<file path="src/hdl/assert_macros.svh">
// Assertion macros used by the validator unit.
// Each macro expects signals named clk and rst_n in the using module.
`ifndef ASSERT_MACROS_SVH
`define ASSERT_MACROS_SVH

// Same-cycle implication: whenever ante holds, cons must hold too.
`define UEV_ASSERT_IMPL(label, ante, cons, msg) \
    label: assert property (@(posedge clk) disable iff (!rst_n) (ante) |-> (cons)) \
        else $error(msg);

// Next-cycle implication: whenever ante holds, cons must hold in the following cycle.
`define UEV_ASSERT_NEXT(label, ante, cons, msg) \
    label: assert property (@(posedge clk) disable iff (!rst_n) (ante) |=> (cons)) \
        else $error(msg);

`endif

</file>
<file path="src/hdl/uev_pkg.sv">
package uev_pkg;

    // Default capacity of the edge counter.
    localparam int unsigned MAX_EDGES_DEF = 16;

    // Field widths.
    localparam int unsigned REQ_W      = 3;
    localparam int unsigned TS_W       = 32;
    localparam int unsigned VERDICT_W  = 3;
    localparam int unsigned EDGES_W    = 5;
    localparam int unsigned PULSES_W   = 5;
    localparam int unsigned BUZ_W      = 16;
    localparam int unsigned CFG_IDX_W  = 3;
    localparam int unsigned CFG_DATA_W = 32;

    // Request codes.
    typedef enum logic [REQ_W-1:0] {
        REQ_BURST_START = 3'd0,
        REQ_BURST_END   = 3'd1,
        REQ_ECHO_EDGE   = 3'd2,
        REQ_TICK        = 3'd3,
        REQ_EVALUATE    = 3'd4,
        REQ_STOP        = 3'd5
    } req_t;

    // Verdict codes.
    typedef enum logic [VERDICT_W-1:0] {
        VERDICT_NONE       = 3'd0,
        VERDICT_ACCEPTED   = 3'd1,
        VERDICT_NO_EDGES   = 3'd2,
        VERDICT_WRONG_CNT  = 3'd3,
        VERDICT_DIST_OUT   = 3'd4,
        VERDICT_PERIOD_OUT = 3'd5
    } verdict_t;

    // Configuration register indexes.
    typedef enum logic [CFG_IDX_W-1:0] {
        CFG_EXPECTED_PULSES = 3'd0,
        CFG_TOF_MIN         = 3'd1,
        CFG_TOF_MAX         = 3'd2,
        CFG_PERIOD_MIN      = 3'd3,
        CFG_PERIOD_MAX      = 3'd4,
        CFG_BUZZER_TICKS    = 3'd5
    } cfg_idx_t;

    // Configuration reset values.
    localparam logic [PULSES_W-1:0] EXPECTED_PULSES_RST = 5'd8;
    localparam logic [TS_W-1:0]     TOF_MIN_RST         = 32'h0000_0000;
    localparam logic [TS_W-1:0]     TOF_MAX_RST         = 32'hFFFF_FFFF;
    localparam logic [TS_W-1:0]     PERIOD_MIN_RST      = 32'h0000_0000;
    localparam logic [TS_W-1:0]     PERIOD_MAX_RST      = 32'hFFFF_FFFF;
    localparam logic [BUZ_W-1:0]    BUZZER_TICKS_RST    = 16'd100;

endpackage

</file>
<file path="src/hdl/uev_evt_if.sv">
// Event channel: one item per timestamped event.
interface uev_evt_if;
    logic                         valid;
    logic                         ready;
    logic [uev_pkg::REQ_W-1:0]    req_type;
    logic [uev_pkg::TS_W-1:0]     timestamp;

    modport source (output valid, output req_type, output timestamp, input ready);
    modport sink   (input valid, input req_type, input timestamp, output ready);
endinterface

</file>
<file path="src/hdl/uev_res_if.sv">
// Result channel: one item per accepted event.
interface uev_res_if;
    logic                            valid;
    logic                            ready;
    logic [uev_pkg::VERDICT_W-1:0]   verdict;
    logic [uev_pkg::TS_W-1:0]        flight_time;
    logic                            buzzer_on;
    logic                            window_open;
    logic [uev_pkg::EDGES_W-1:0]     edges_seen;

    modport source (
        output valid, output verdict, output flight_time, output buzzer_on,
        output window_open, output edges_seen, input ready
    );
    modport sink (
        input valid, input verdict, input flight_time, input buzzer_on,
        input window_open, input edges_seen, output ready
    );
endinterface

</file>
<file path="src/hdl/uev_cfg_if.sv">
// Configuration write channel: register index and write data.
interface uev_cfg_if;
    logic                              valid;
    logic                              ready;
    logic [uev_pkg::CFG_IDX_W-1:0]     index;
    logic [uev_pkg::CFG_DATA_W-1:0]    data;

    modport source (output valid, output index, output data, input ready);
    modport sink   (input valid, input index, input data, output ready);
endinterface

</file>
<file path="src/hdl/ultrasonic_echo_validator_unit.sv">
// A result item appears in the cycle after its event item is accepted.
// Throughput: one event item per cycle; the single output register sets this
// figure and takes a new item whenever it is empty or being drained.
// Configuration writes are taken in every cycle.
// Reset (rst_n low, asynchronous) clears the event state and the output valid flag, but not the
// result payload, and loads the configuration registers with their default values.
`include "assert_macros.svh"

module ultrasonic_echo_validator_unit #(
    parameter int unsigned MAX_EDGES = uev_pkg::MAX_EDGES_DEF
) (
    input  logic    clk,
    input  logic    rst_n,
    uev_cfg_if.sink cfg,
    uev_evt_if.sink evt,
    uev_res_if.source res
);

    localparam int unsigned CNT_W = $clog2(MAX_EDGES + 1);
    localparam int unsigned CMP_W = (CNT_W > uev_pkg::PULSES_W) ? CNT_W : uev_pkg::PULSES_W;

    // Configuration registers.
    logic [uev_pkg::PULSES_W-1:0] exp_pulses_reg;
    logic [uev_pkg::TS_W-1:0]     tof_min_reg;
    logic [uev_pkg::TS_W-1:0]     tof_max_reg;
    logic [uev_pkg::TS_W-1:0]     per_min_reg;
    logic [uev_pkg::TS_W-1:0]     per_max_reg;
    logic [uev_pkg::BUZ_W-1:0]    buz_ticks_reg;

    // Event state.
    logic [CNT_W-1:0]          cnt_reg, cnt_next;
    logic                      open_reg, open_next;
    logic                      done_reg, done_next;
    logic [uev_pkg::TS_W-1:0]  burst_end_reg, burst_end_next;
    logic [uev_pkg::TS_W-1:0]  first_edge_reg, first_edge_next;
    logic [uev_pkg::TS_W-1:0]  last_edge_reg, last_edge_next;
    logic                      fault_reg, fault_next;
    logic                      buz_reg, buz_next;
    logic [uev_pkg::BUZ_W-1:0] buz_rem_reg, buz_rem_next;

    // Output register.
    logic                      res_valid_reg, res_valid_next;
    uev_pkg::verdict_t         out_verdict_reg, out_verdict_next;
    logic [uev_pkg::TS_W-1:0]  out_flight_reg, out_flight_next;
    logic                      out_buz_reg;
    logic                      out_open_reg;
    logic [uev_pkg::EDGES_W-1:0] out_edges_reg;

    // Datapath helpers.
    logic                      evt_fire;
    uev_pkg::req_t             req_code;
    logic [uev_pkg::TS_W-1:0]  period;
    logic [uev_pkg::TS_W-1:0]  flight_calc;
    logic [CNT_W-1:0]          cnt_inc;
    logic [CMP_W-1:0]          cnt_inc_ext;
    logic [CMP_W-1:0]          cnt_ext;
    logic [CMP_W-1:0]          cnt_next_ext;
    logic [CMP_W-1:0]          exp_ext;
    logic [uev_pkg::BUZ_W-1:0] buz_rem_dec;

    // Conditions watched by the assertions.
    logic                      eval_go;
    logic                      cycle_clear;
    logic                      out_accepted;
    logic                      no_flight;

    // Handshakes: the output register parts the two sides.
    assign evt_fire  = evt.valid && evt.ready;
    assign evt.ready = !res_valid_reg || res.ready;
    assign cfg.ready = 1'b1;

    assign req_code     = uev_pkg::req_t'(evt.req_type);
    assign period       = evt.timestamp - last_edge_reg;
    assign flight_calc  = first_edge_reg - burst_end_reg;
    assign cnt_inc      = cnt_reg + CNT_W'(1);
    assign cnt_inc_ext  = CMP_W'(cnt_inc);
    assign cnt_ext      = CMP_W'(cnt_reg);
    assign cnt_next_ext = CMP_W'(cnt_next);
    assign exp_ext      = CMP_W'(exp_pulses_reg);
    assign buz_rem_dec  = (buz_rem_reg != '0) ? (buz_rem_reg - uev_pkg::BUZ_W'(1)) : '0;

    // Configuration writes.
    always_ff @(posedge clk or negedge rst_n)
    begin
        if (!rst_n)
        begin
            exp_pulses_reg <= uev_pkg::EXPECTED_PULSES_RST;
            tof_min_reg    <= uev_pkg::TOF_MIN_RST;
            tof_max_reg    <= uev_pkg::TOF_MAX_RST;
            per_min_reg    <= uev_pkg::PERIOD_MIN_RST;
            per_max_reg    <= uev_pkg::PERIOD_MAX_RST;
            buz_ticks_reg  <= uev_pkg::BUZZER_TICKS_RST;
        end
        else if (cfg.valid && cfg.ready)
        begin
            case (uev_pkg::cfg_idx_t'(cfg.index))
                uev_pkg::CFG_EXPECTED_PULSES: exp_pulses_reg <= cfg.data[uev_pkg::PULSES_W-1:0];
                uev_pkg::CFG_TOF_MIN:         tof_min_reg    <= cfg.data;
                uev_pkg::CFG_TOF_MAX:         tof_max_reg    <= cfg.data;
                uev_pkg::CFG_PERIOD_MIN:      per_min_reg    <= cfg.data;
                uev_pkg::CFG_PERIOD_MAX:      per_max_reg    <= cfg.data;
                uev_pkg::CFG_BUZZER_TICKS:    buz_ticks_reg  <= cfg.data[uev_pkg::BUZ_W-1:0];
                default:                      ;
            endcase
        end
    end

    // Event decode: next state and result for the item being accepted.
    always_comb
    begin
        cnt_next         = cnt_reg;
        open_next        = open_reg;
        done_next        = done_reg;
        burst_end_next   = burst_end_reg;
        first_edge_next  = first_edge_reg;
        last_edge_next   = last_edge_reg;
        fault_next       = fault_reg;
        buz_next         = buz_reg;
        buz_rem_next     = buz_rem_reg;
        out_verdict_next = uev_pkg::VERDICT_NONE;
        out_flight_next  = '0;

        if (evt_fire)
        begin
            case (req_code)
                uev_pkg::REQ_BURST_START:
                begin
                    open_next  = 1'b1;
                    cnt_next   = '0;
                    done_next  = 1'b0;
                    fault_next = 1'b0;
                end
                uev_pkg::REQ_BURST_END:
                begin
                    burst_end_next = evt.timestamp;
                    done_next      = 1'b1;
                end
                uev_pkg::REQ_ECHO_EDGE:
                begin
                    if (open_reg && (cnt_reg < CNT_W'(MAX_EDGES)))
                    begin
                        if (cnt_reg == '0)
                        begin
                            first_edge_next = evt.timestamp;
                        end
                        else if ((period < per_min_reg) || (period > per_max_reg))
                        begin
                            fault_next = 1'b1;
                        end
                        last_edge_next = evt.timestamp;
                        cnt_next       = cnt_inc;
                        if (cnt_inc_ext >= exp_ext)
                        begin
                            open_next = 1'b0;
                        end
                    end
                end
                uev_pkg::REQ_TICK:
                begin
                    if (buz_reg)
                    begin
                        buz_rem_next = buz_rem_dec;
                        if (buz_rem_dec == '0)
                        begin
                            buz_next = 1'b0;
                        end
                    end
                end
                uev_pkg::REQ_EVALUATE:
                begin
                    // Evaluation acts only on a closed window after a burst end; otherwise it leaves the state alone.
                    if (!open_reg && done_reg)
                    begin
                        if (cnt_reg == '0)
                        begin
                            out_verdict_next = uev_pkg::VERDICT_NO_EDGES;
                        end
                        else
                        begin
                            out_flight_next = flight_calc;
                            if (cnt_ext != exp_ext)
                            begin
                                out_verdict_next = uev_pkg::VERDICT_WRONG_CNT;
                            end
                            else if ((flight_calc < tof_min_reg) || (flight_calc > tof_max_reg))
                            begin
                                out_verdict_next = uev_pkg::VERDICT_DIST_OUT;
                            end
                            else if (fault_reg)
                            begin
                                out_verdict_next = uev_pkg::VERDICT_PERIOD_OUT;
                            end
                            else
                            begin
                                out_verdict_next = uev_pkg::VERDICT_ACCEPTED;
                                buz_next         = 1'b1;
                                buz_rem_next     = buz_ticks_reg;
                            end
                        end
                        cnt_next   = '0;
                        done_next  = 1'b0;
                        fault_next = 1'b0;
                    end
                end
                uev_pkg::REQ_STOP:
                begin
                    open_next    = 1'b0;
                    buz_next     = 1'b0;
                    buz_rem_next = '0;
                end
                default:
                begin
                    // Unused request codes leave the state alone.
                end
            endcase
        end
    end

    // Output valid: set on an accepted item, cleared when the item is taken.
    always_comb
    begin
        if (evt_fire)
        begin
            res_valid_next = 1'b1;
        end
        else if (res.ready)
        begin
            res_valid_next = 1'b0;
        end
        else
        begin
            res_valid_next = res_valid_reg;
        end
    end

    // State and output-valid registers.
    always_ff @(posedge clk or negedge rst_n)
    begin
        if (!rst_n)
        begin
            cnt_reg        <= '0;
            open_reg       <= 1'b0;
            done_reg       <= 1'b0;
            burst_end_reg  <= '0;
            first_edge_reg <= '0;
            last_edge_reg  <= '0;
            fault_reg      <= 1'b0;
            buz_reg        <= 1'b0;
            buz_rem_reg    <= '0;
            res_valid_reg  <= 1'b0;
        end
        else
        begin
            cnt_reg        <= cnt_next;
            open_reg       <= open_next;
            done_reg       <= done_next;
            burst_end_reg  <= burst_end_next;
            first_edge_reg <= first_edge_next;
            last_edge_reg  <= last_edge_next;
            fault_reg      <= fault_next;
            buz_reg        <= buz_next;
            buz_rem_reg    <= buz_rem_next;
            res_valid_reg  <= res_valid_next;
        end
    end

    // Result payload, loaded when an item is accepted.
    always_ff @(posedge clk)
    begin
        if (evt_fire)
        begin
            out_verdict_reg <= out_verdict_next;
            out_flight_reg  <= out_flight_next;
            out_buz_reg     <= buz_next;
            out_open_reg    <= open_next;
            out_edges_reg   <= cnt_next_ext[uev_pkg::EDGES_W-1:0];
        end
    end

    assign res.valid       = res_valid_reg;
    assign res.verdict     = out_verdict_reg;
    assign res.flight_time = out_flight_reg;
    assign res.buzzer_on   = out_buz_reg;
    assign res.window_open = out_open_reg;
    assign res.edges_seen  = out_edges_reg;

    // Conditions for the checks below.
    assign eval_go      = evt_fire && (req_code == uev_pkg::REQ_EVALUATE) && !open_reg && done_reg;
    assign cycle_clear  = (cnt_reg == '0) && !done_reg && !fault_reg;
    assign out_accepted = res_valid_reg && (out_verdict_reg == uev_pkg::VERDICT_ACCEPTED);
    assign no_flight    = res_valid_reg &&
                          ((out_verdict_reg == uev_pkg::VERDICT_NONE) ||
                           (out_verdict_reg == uev_pkg::VERDICT_NO_EDGES));

    // The edge counter never passes its capacity.
    `UEV_ASSERT_IMPL(a_cnt_bound, 1'b1, cnt_reg <= CNT_W'(MAX_EDGES), "edge count above capacity")

    // A ready evaluate clears the count, the burst-end mark and the period fault.
    `UEV_ASSERT_NEXT(a_eval_clears, eval_go, cycle_clear, "evaluate did not clear the cycle")

    // An accepted echo always reports the buzzer as on.
    `UEV_ASSERT_IMPL(a_accept_buzz, out_accepted, out_buz_reg, "accepted echo without buzzer")

    // No flight time goes out with a verdict that carries none.
    `UEV_ASSERT_IMPL(a_flight_zero, no_flight, out_flight_reg == '0, "stray flight time")

endmodule
</file>
<file path="src/flat_wrapper.sv">
// flat-port wrapper written by rule: the top's interface ports become plain ports
module ultrasonic_echo_validator_unit_flat 
#(
    parameter int unsigned MAX_EDGES = uev_pkg::MAX_EDGES_DEF
)
  (clk, rst_n, cfg_valid, cfg_index, cfg_data, cfg_ready, evt_valid, evt_req_type, evt_timestamp, evt_ready, res_valid, res_verdict, res_flight_time, res_buzzer_on, res_window_open, res_edges_seen, res_ready);
  uev_cfg_if cfg_i ();
  uev_evt_if evt_i ();
  uev_res_if res_i ();
  input  logic clk;
  input  logic rst_n;
  input wire logic [$bits(cfg_i.valid)-1:0] cfg_valid;
  input wire logic [$bits(cfg_i.index)-1:0] cfg_index;
  input wire logic [$bits(cfg_i.data)-1:0] cfg_data;
  output wire logic [$bits(cfg_i.ready)-1:0] cfg_ready;
  input wire logic [$bits(evt_i.valid)-1:0] evt_valid;
  input wire logic [$bits(evt_i.req_type)-1:0] evt_req_type;
  input wire logic [$bits(evt_i.timestamp)-1:0] evt_timestamp;
  output wire logic [$bits(evt_i.ready)-1:0] evt_ready;
  output wire logic [$bits(res_i.valid)-1:0] res_valid;
  output wire logic [$bits(res_i.verdict)-1:0] res_verdict;
  output wire logic [$bits(res_i.flight_time)-1:0] res_flight_time;
  output wire logic [$bits(res_i.buzzer_on)-1:0] res_buzzer_on;
  output wire logic [$bits(res_i.window_open)-1:0] res_window_open;
  output wire logic [$bits(res_i.edges_seen)-1:0] res_edges_seen;
  input wire logic [$bits(res_i.ready)-1:0] res_ready;
  assign cfg_i.valid = cfg_valid;
  assign cfg_i.index = cfg_index;
  assign cfg_i.data = cfg_data;
  assign cfg_ready = cfg_i.ready;
  assign evt_i.valid = evt_valid;
  assign evt_i.req_type = evt_req_type;
  assign evt_i.timestamp = evt_timestamp;
  assign evt_ready = evt_i.ready;
  assign res_valid = res_i.valid;
  assign res_verdict = res_i.verdict;
  assign res_flight_time = res_i.flight_time;
  assign res_buzzer_on = res_i.buzzer_on;
  assign res_window_open = res_i.window_open;
  assign res_edges_seen = res_i.edges_seen;
  assign res_i.ready = res_ready;
  ultrasonic_echo_validator_unit #(.MAX_EDGES(MAX_EDGES)) u_core (.clk(clk), .rst_n(rst_n), .cfg(cfg_i), .evt(evt_i), .res(res_i));
endmodule
</file>
<file path="config.mk">
export PLATFORM = sky130hd
export DESIGN_NAME = ultrasonic_echo_validator_unit_flat
export DESIGN_NICKNAME = d
export VERILOG_FILES = /design/src/hdl/uev_pkg.sv /design/src/hdl/uev_evt_if.sv /design/src/hdl/uev_res_if.sv /design/src/hdl/uev_cfg_if.sv /design/src/hdl/ultrasonic_echo_validator_unit.sv /design/src/flat_wrapper.sv
export VERILOG_INCLUDE_DIRS = /design/src /design/src/hdl
export SDC_FILE = /design/constraint.sdc
export NUM_CORES = 1
export LEC_CHECK = 0
export BUFFER_PORTS_ARGS = -buffer_cell sky130_fd_sc_hd__buf_2
export CORE_MARGIN = 10
export CORE_UTILIZATION = 30
export CTS_BUF_LIST = sky130_fd_sc_hd__clkbuf_16
export DETAILED_ROUTE_END_ITERATION = 16
export PLACE_DENSITY = 0.54
export SLEW_MARGIN = 25
export SYNTH_ARGS = -nofsm -noshare
export SYNTH_HDL_FRONTEND = slang
export SYNTH_SLANG_ARGS = --single-unit
</file>
<file path="constraint.sdc">
create_clock -name clk -period 5.1 [get_ports clk]
set_input_delay 0.255 -clock clk [delete_from_list [all_inputs] [get_ports clk]]
set_output_delay 0.255 -clock clk [all_outputs]
set_load 0.02 [all_outputs]
</file>
==> impl_results.md <==
- First-pass GRT wire length: 85.81 mm
- Worst hold path type: primary input to flip-flop
- Crit path largest cell delay: 0.43 ns
- Critical path's slowest cell: o211ai_1
- Clk_lat worst skew: 0.57 ns
- P_int: 7.837 mW
- Pwr dens: 589.2 mW/mm^2
- Ranking of synthesized cells by area: dfrtp_1 27%, ha_1 13%, dfstp_2 9.4%, mux2_2 7.0%, edfxtp_1 6.6%
- Initial Utilization: 30.21%
- Largest net degree at the start of global routing: 158
- MaxCap Viol Count: 0
- Die W: 271.6 um
- Placement Cell Area: 0.02069 mm^2
- DP HPWL: 41.29 mm
- Endpoints failing hold: 0
- Initial DRT Pass Iterations: 5
- Critical path buffers and inverters: 1
- Worst setup EP type: flip-flop
- Gr usage total: 14.63%
- Fin. max-slew vios: 0
- Seq/Total Area, Yosys: 42.80%
- EDFF count, synth: 42
- Cell Rows: 92
- Psw: 5.578 mW
- Drt drc: 0
- Kind of critical path: flip-flop to flip-flop
- Setup crit start kind: flip-flop
- Vias in the first global route: 14730
- Lkg Pwr: 10.26 nW
- Die area: 0.07376 mm^2
- Total Nets Final: 2413
- H-tree level count: 2
- Critical Path Fanout Max: 7
- Wirelength, routed: 54.75 mm
- Avg Inst Size Synth: 9.778 um^2
- Final worst path period share: 96.35%
- Via count: 14770
- Post-route cell area: 0.02277 mm^2
- Root buffer cell: clkbuf_16
- CTS clk-pin slew, worst paths: 0.06 ns
- Clock Tree Buf Depth: 3
- IO Pins: 120
- Net Count, Synth: 2215
- Worst endpoint required time: 5.56 ns
- Crit path time final: 4.914 ns
- Num CTS Buffers: 37
- Post-Synthesis Cells: 1942
- Sequential power share: 26.0%
- Worst Path Arrival: 5.38 ns
- Initial antenna violation count: 1
- Cell variety after synth: 76
- Setup TNS: 0 ns
- Post-Syn Area: 0.01899 mm^2
- Layout cells sized above 1: 20.89%
- Final GP Congestion: 0.8676
- Yosys Warn Count: 0
- Max VDD drop: 229.8 uV
- Most common cell after layout, fill and taps aside: inv_1
- Clock tree from TritonCTS: yes
- Area leader, netlist: dfrtp_1
- Logic pwr share: 53.8%
- FMAX: 203.5 MHz
- Wire per inst: 18.15 um
- Setup Skew: 0.02773 ns
- Area growth syn-to-layout: 19.89%
- Final setup fails: 0
- Initial drt markers: 956
- Main synth FF type: dfrtp_1
- Core area: 0.06285 mm^2
- Clk pwr share: 20.2%
- Die Ht: 271.6 um
- Status: finished clean
- Async set-reset flop share out of synthesis: 86.58%
- Switching fraction of total power: 41.58%
- CP Cell Sequence: ha_2 > nand2_1 > o21a_1 > a21o_1 > o211ai_1 > nand4_1 > o21ba_4 > a21oi_1 > xor2_1 > ha_1 > nand4_1 > nor4_2 > nor3b_2 > a31oi_1 > or3_4 > o21a_4 > buf_4 > o22ai_1
- Power Total: 13.41 mW
- GR Overflow Total: 0
- Actual slew at the worst max-slew pin: 1.049 ns
- Most frequent cells in the layout: 224 x inv_1, 203 x dfrtp_1, 192 x ha_1
- Top cell type's share of synthesized area: 26.75%
- Port Buf Inserts: 118
- DR vias/cell: 4.899
- #FFs+latches synth: 313
- Cell repeated most along the worst path: nand4_1
- Relative slew slack: 29.70%
- Clk sinks: 313
- CP top delay family: compound AO/OA/AOI/OAI gates
- Routed Antenna Nets: 0
## metrics by stage
stage	worst slack [ns]	utilization (%)	std cells	hold slack, ns
CTS	0.03571	35.93	3008	0.002019
global placement	-0.04587	32.87	2875	0.1718
floorplan	0.6606	-	1942	-0.04059
finish	0.1861	36.22	3016	0.01913
global route	-0.03105	36.22	3016	0.03335
detailed placement	-0.09704	32.92	2876	0.1701
## synth_stat cells (5+ instances only)
master	n
ha_1	196
buf_2	9
o21bai_1	9
and2_1	28
edfxtp_1	42
nor2_1	65
a31oi_1	8
a21o_1	45
a211oi_1	9
nor3_1	35
xnor2_1	39
nand2b_1	15
a22oi_1	5
and3_1	11
inv_1	218
nor4_1	12
o21ai_0	193
xor2_1	23
a21boi_0	5
and4_1	7
mux2_2	118
o22ai_1	9
a21oi_1	111
dfstp_2	68
mux2i_1	6
nor2b_1	21
a211o_1	9
o211ai_1	24
or2_2	7
clkbuf_1	46
o21a_1	23
o31a_1	5
dfrtp_1	203
nand3_1	22
nor3b_1	6
nand4_1	24
nand2_1	191
## layout make-up
type	instances	area (um^2)
Tap cell	846	1059
Timing Repair Buffer	218	1540
Clock inverter	28	231.5
Clock buffer	40	1001
Inverter	218	818.3
Sequential cell	313	8128
Antenna cell	1	2.502
Fill cell	6283	40080
Multi-Input combinational cell	1352	9987
## worst register-to-register path, delay by kind of cell (launching register included)
kind	cells	cell delay, ns
simple gates	6	1.58
buf+inv	1	0.17
compound gates	8	1.85
fa+ha+maj	2	0.71
xor+xnor	1	0.12
flops	1	0.39
## cells by family (layout without fill, tap and decap cells)
logic type                 Yosys count  after routing  share of synthesized area, %
xor gates and xnor gates            62             62                         2.860
muxes                              124            124                         7.314
and+or+nand+nor                    462            462                         11.76
AOI/OAI and AO/OA                  505            505                         16.53
DFF                                313            313                         42.80
other                                1              2                       0.01975
buffers and inverters              277            504                         5.594
adders and majority gates          198            198                         13.13
## power by group through the flow
stage	clock (mW)	combinational [mW]	sequential [mW]
6_report	2.71	7.22	3.48
4_1_cts	2.80	7.02	3.48
3_3_place_gp	0	6.69	3.50
3_5_place_dp	0	6.86	3.52
2_1_floorplan	0	4.72	3.45
5_1_grt	2.88	8.07	3.56
## worst paths after layout
check / slack (ns) / to / cells after the start / from
worst max-delay path: 0.19 / u_core.buz_rem_reg[15] / 18 / u_core.first_edge_reg[11]
worst min-delay path: 0.02 / u_core.tof_max_reg[2] / 3 / cfg_data[2]
worst max register to register: 0.19 / u_core.buz_rem_reg[15] / 18 / u_core.first_edge_reg[11]
worst min register to register: 0.49 / u_core.burst_end_reg[0] / 2 / u_core.burst_end_reg[0]
max in group asynchronous: 3.70 / u_core.burst_end_reg[8] / 3 / rst_n
min in group asynchronous: 0.20 / u_core.tof_min_reg[25] / 2 / rst_n
## metal layers
layer / GRT usage, % / vias to the layer above / share of wire [%]
met5: 0 / - / 0
met4: 5.161 / 0 / 3.3
met3: 2.901 / 89 / 5.9
met2: 23.07 / 351 / 45
met1: 19.64 / 7085 / 46
li1: - / 7249 / -
## timing repair
action / CTS / global route
hold buffers: 61 / 0
gates cloned: 0 / 0
endpoints found under the setup margin: 17 / 21
pin swaps: 5 / 17
endpoints found under the hold margin: 184 / 0
buffers inserted: 3 / 7
resized for setup: 7 / 34
Note: power is estimated with default switching activity, not from simulation.
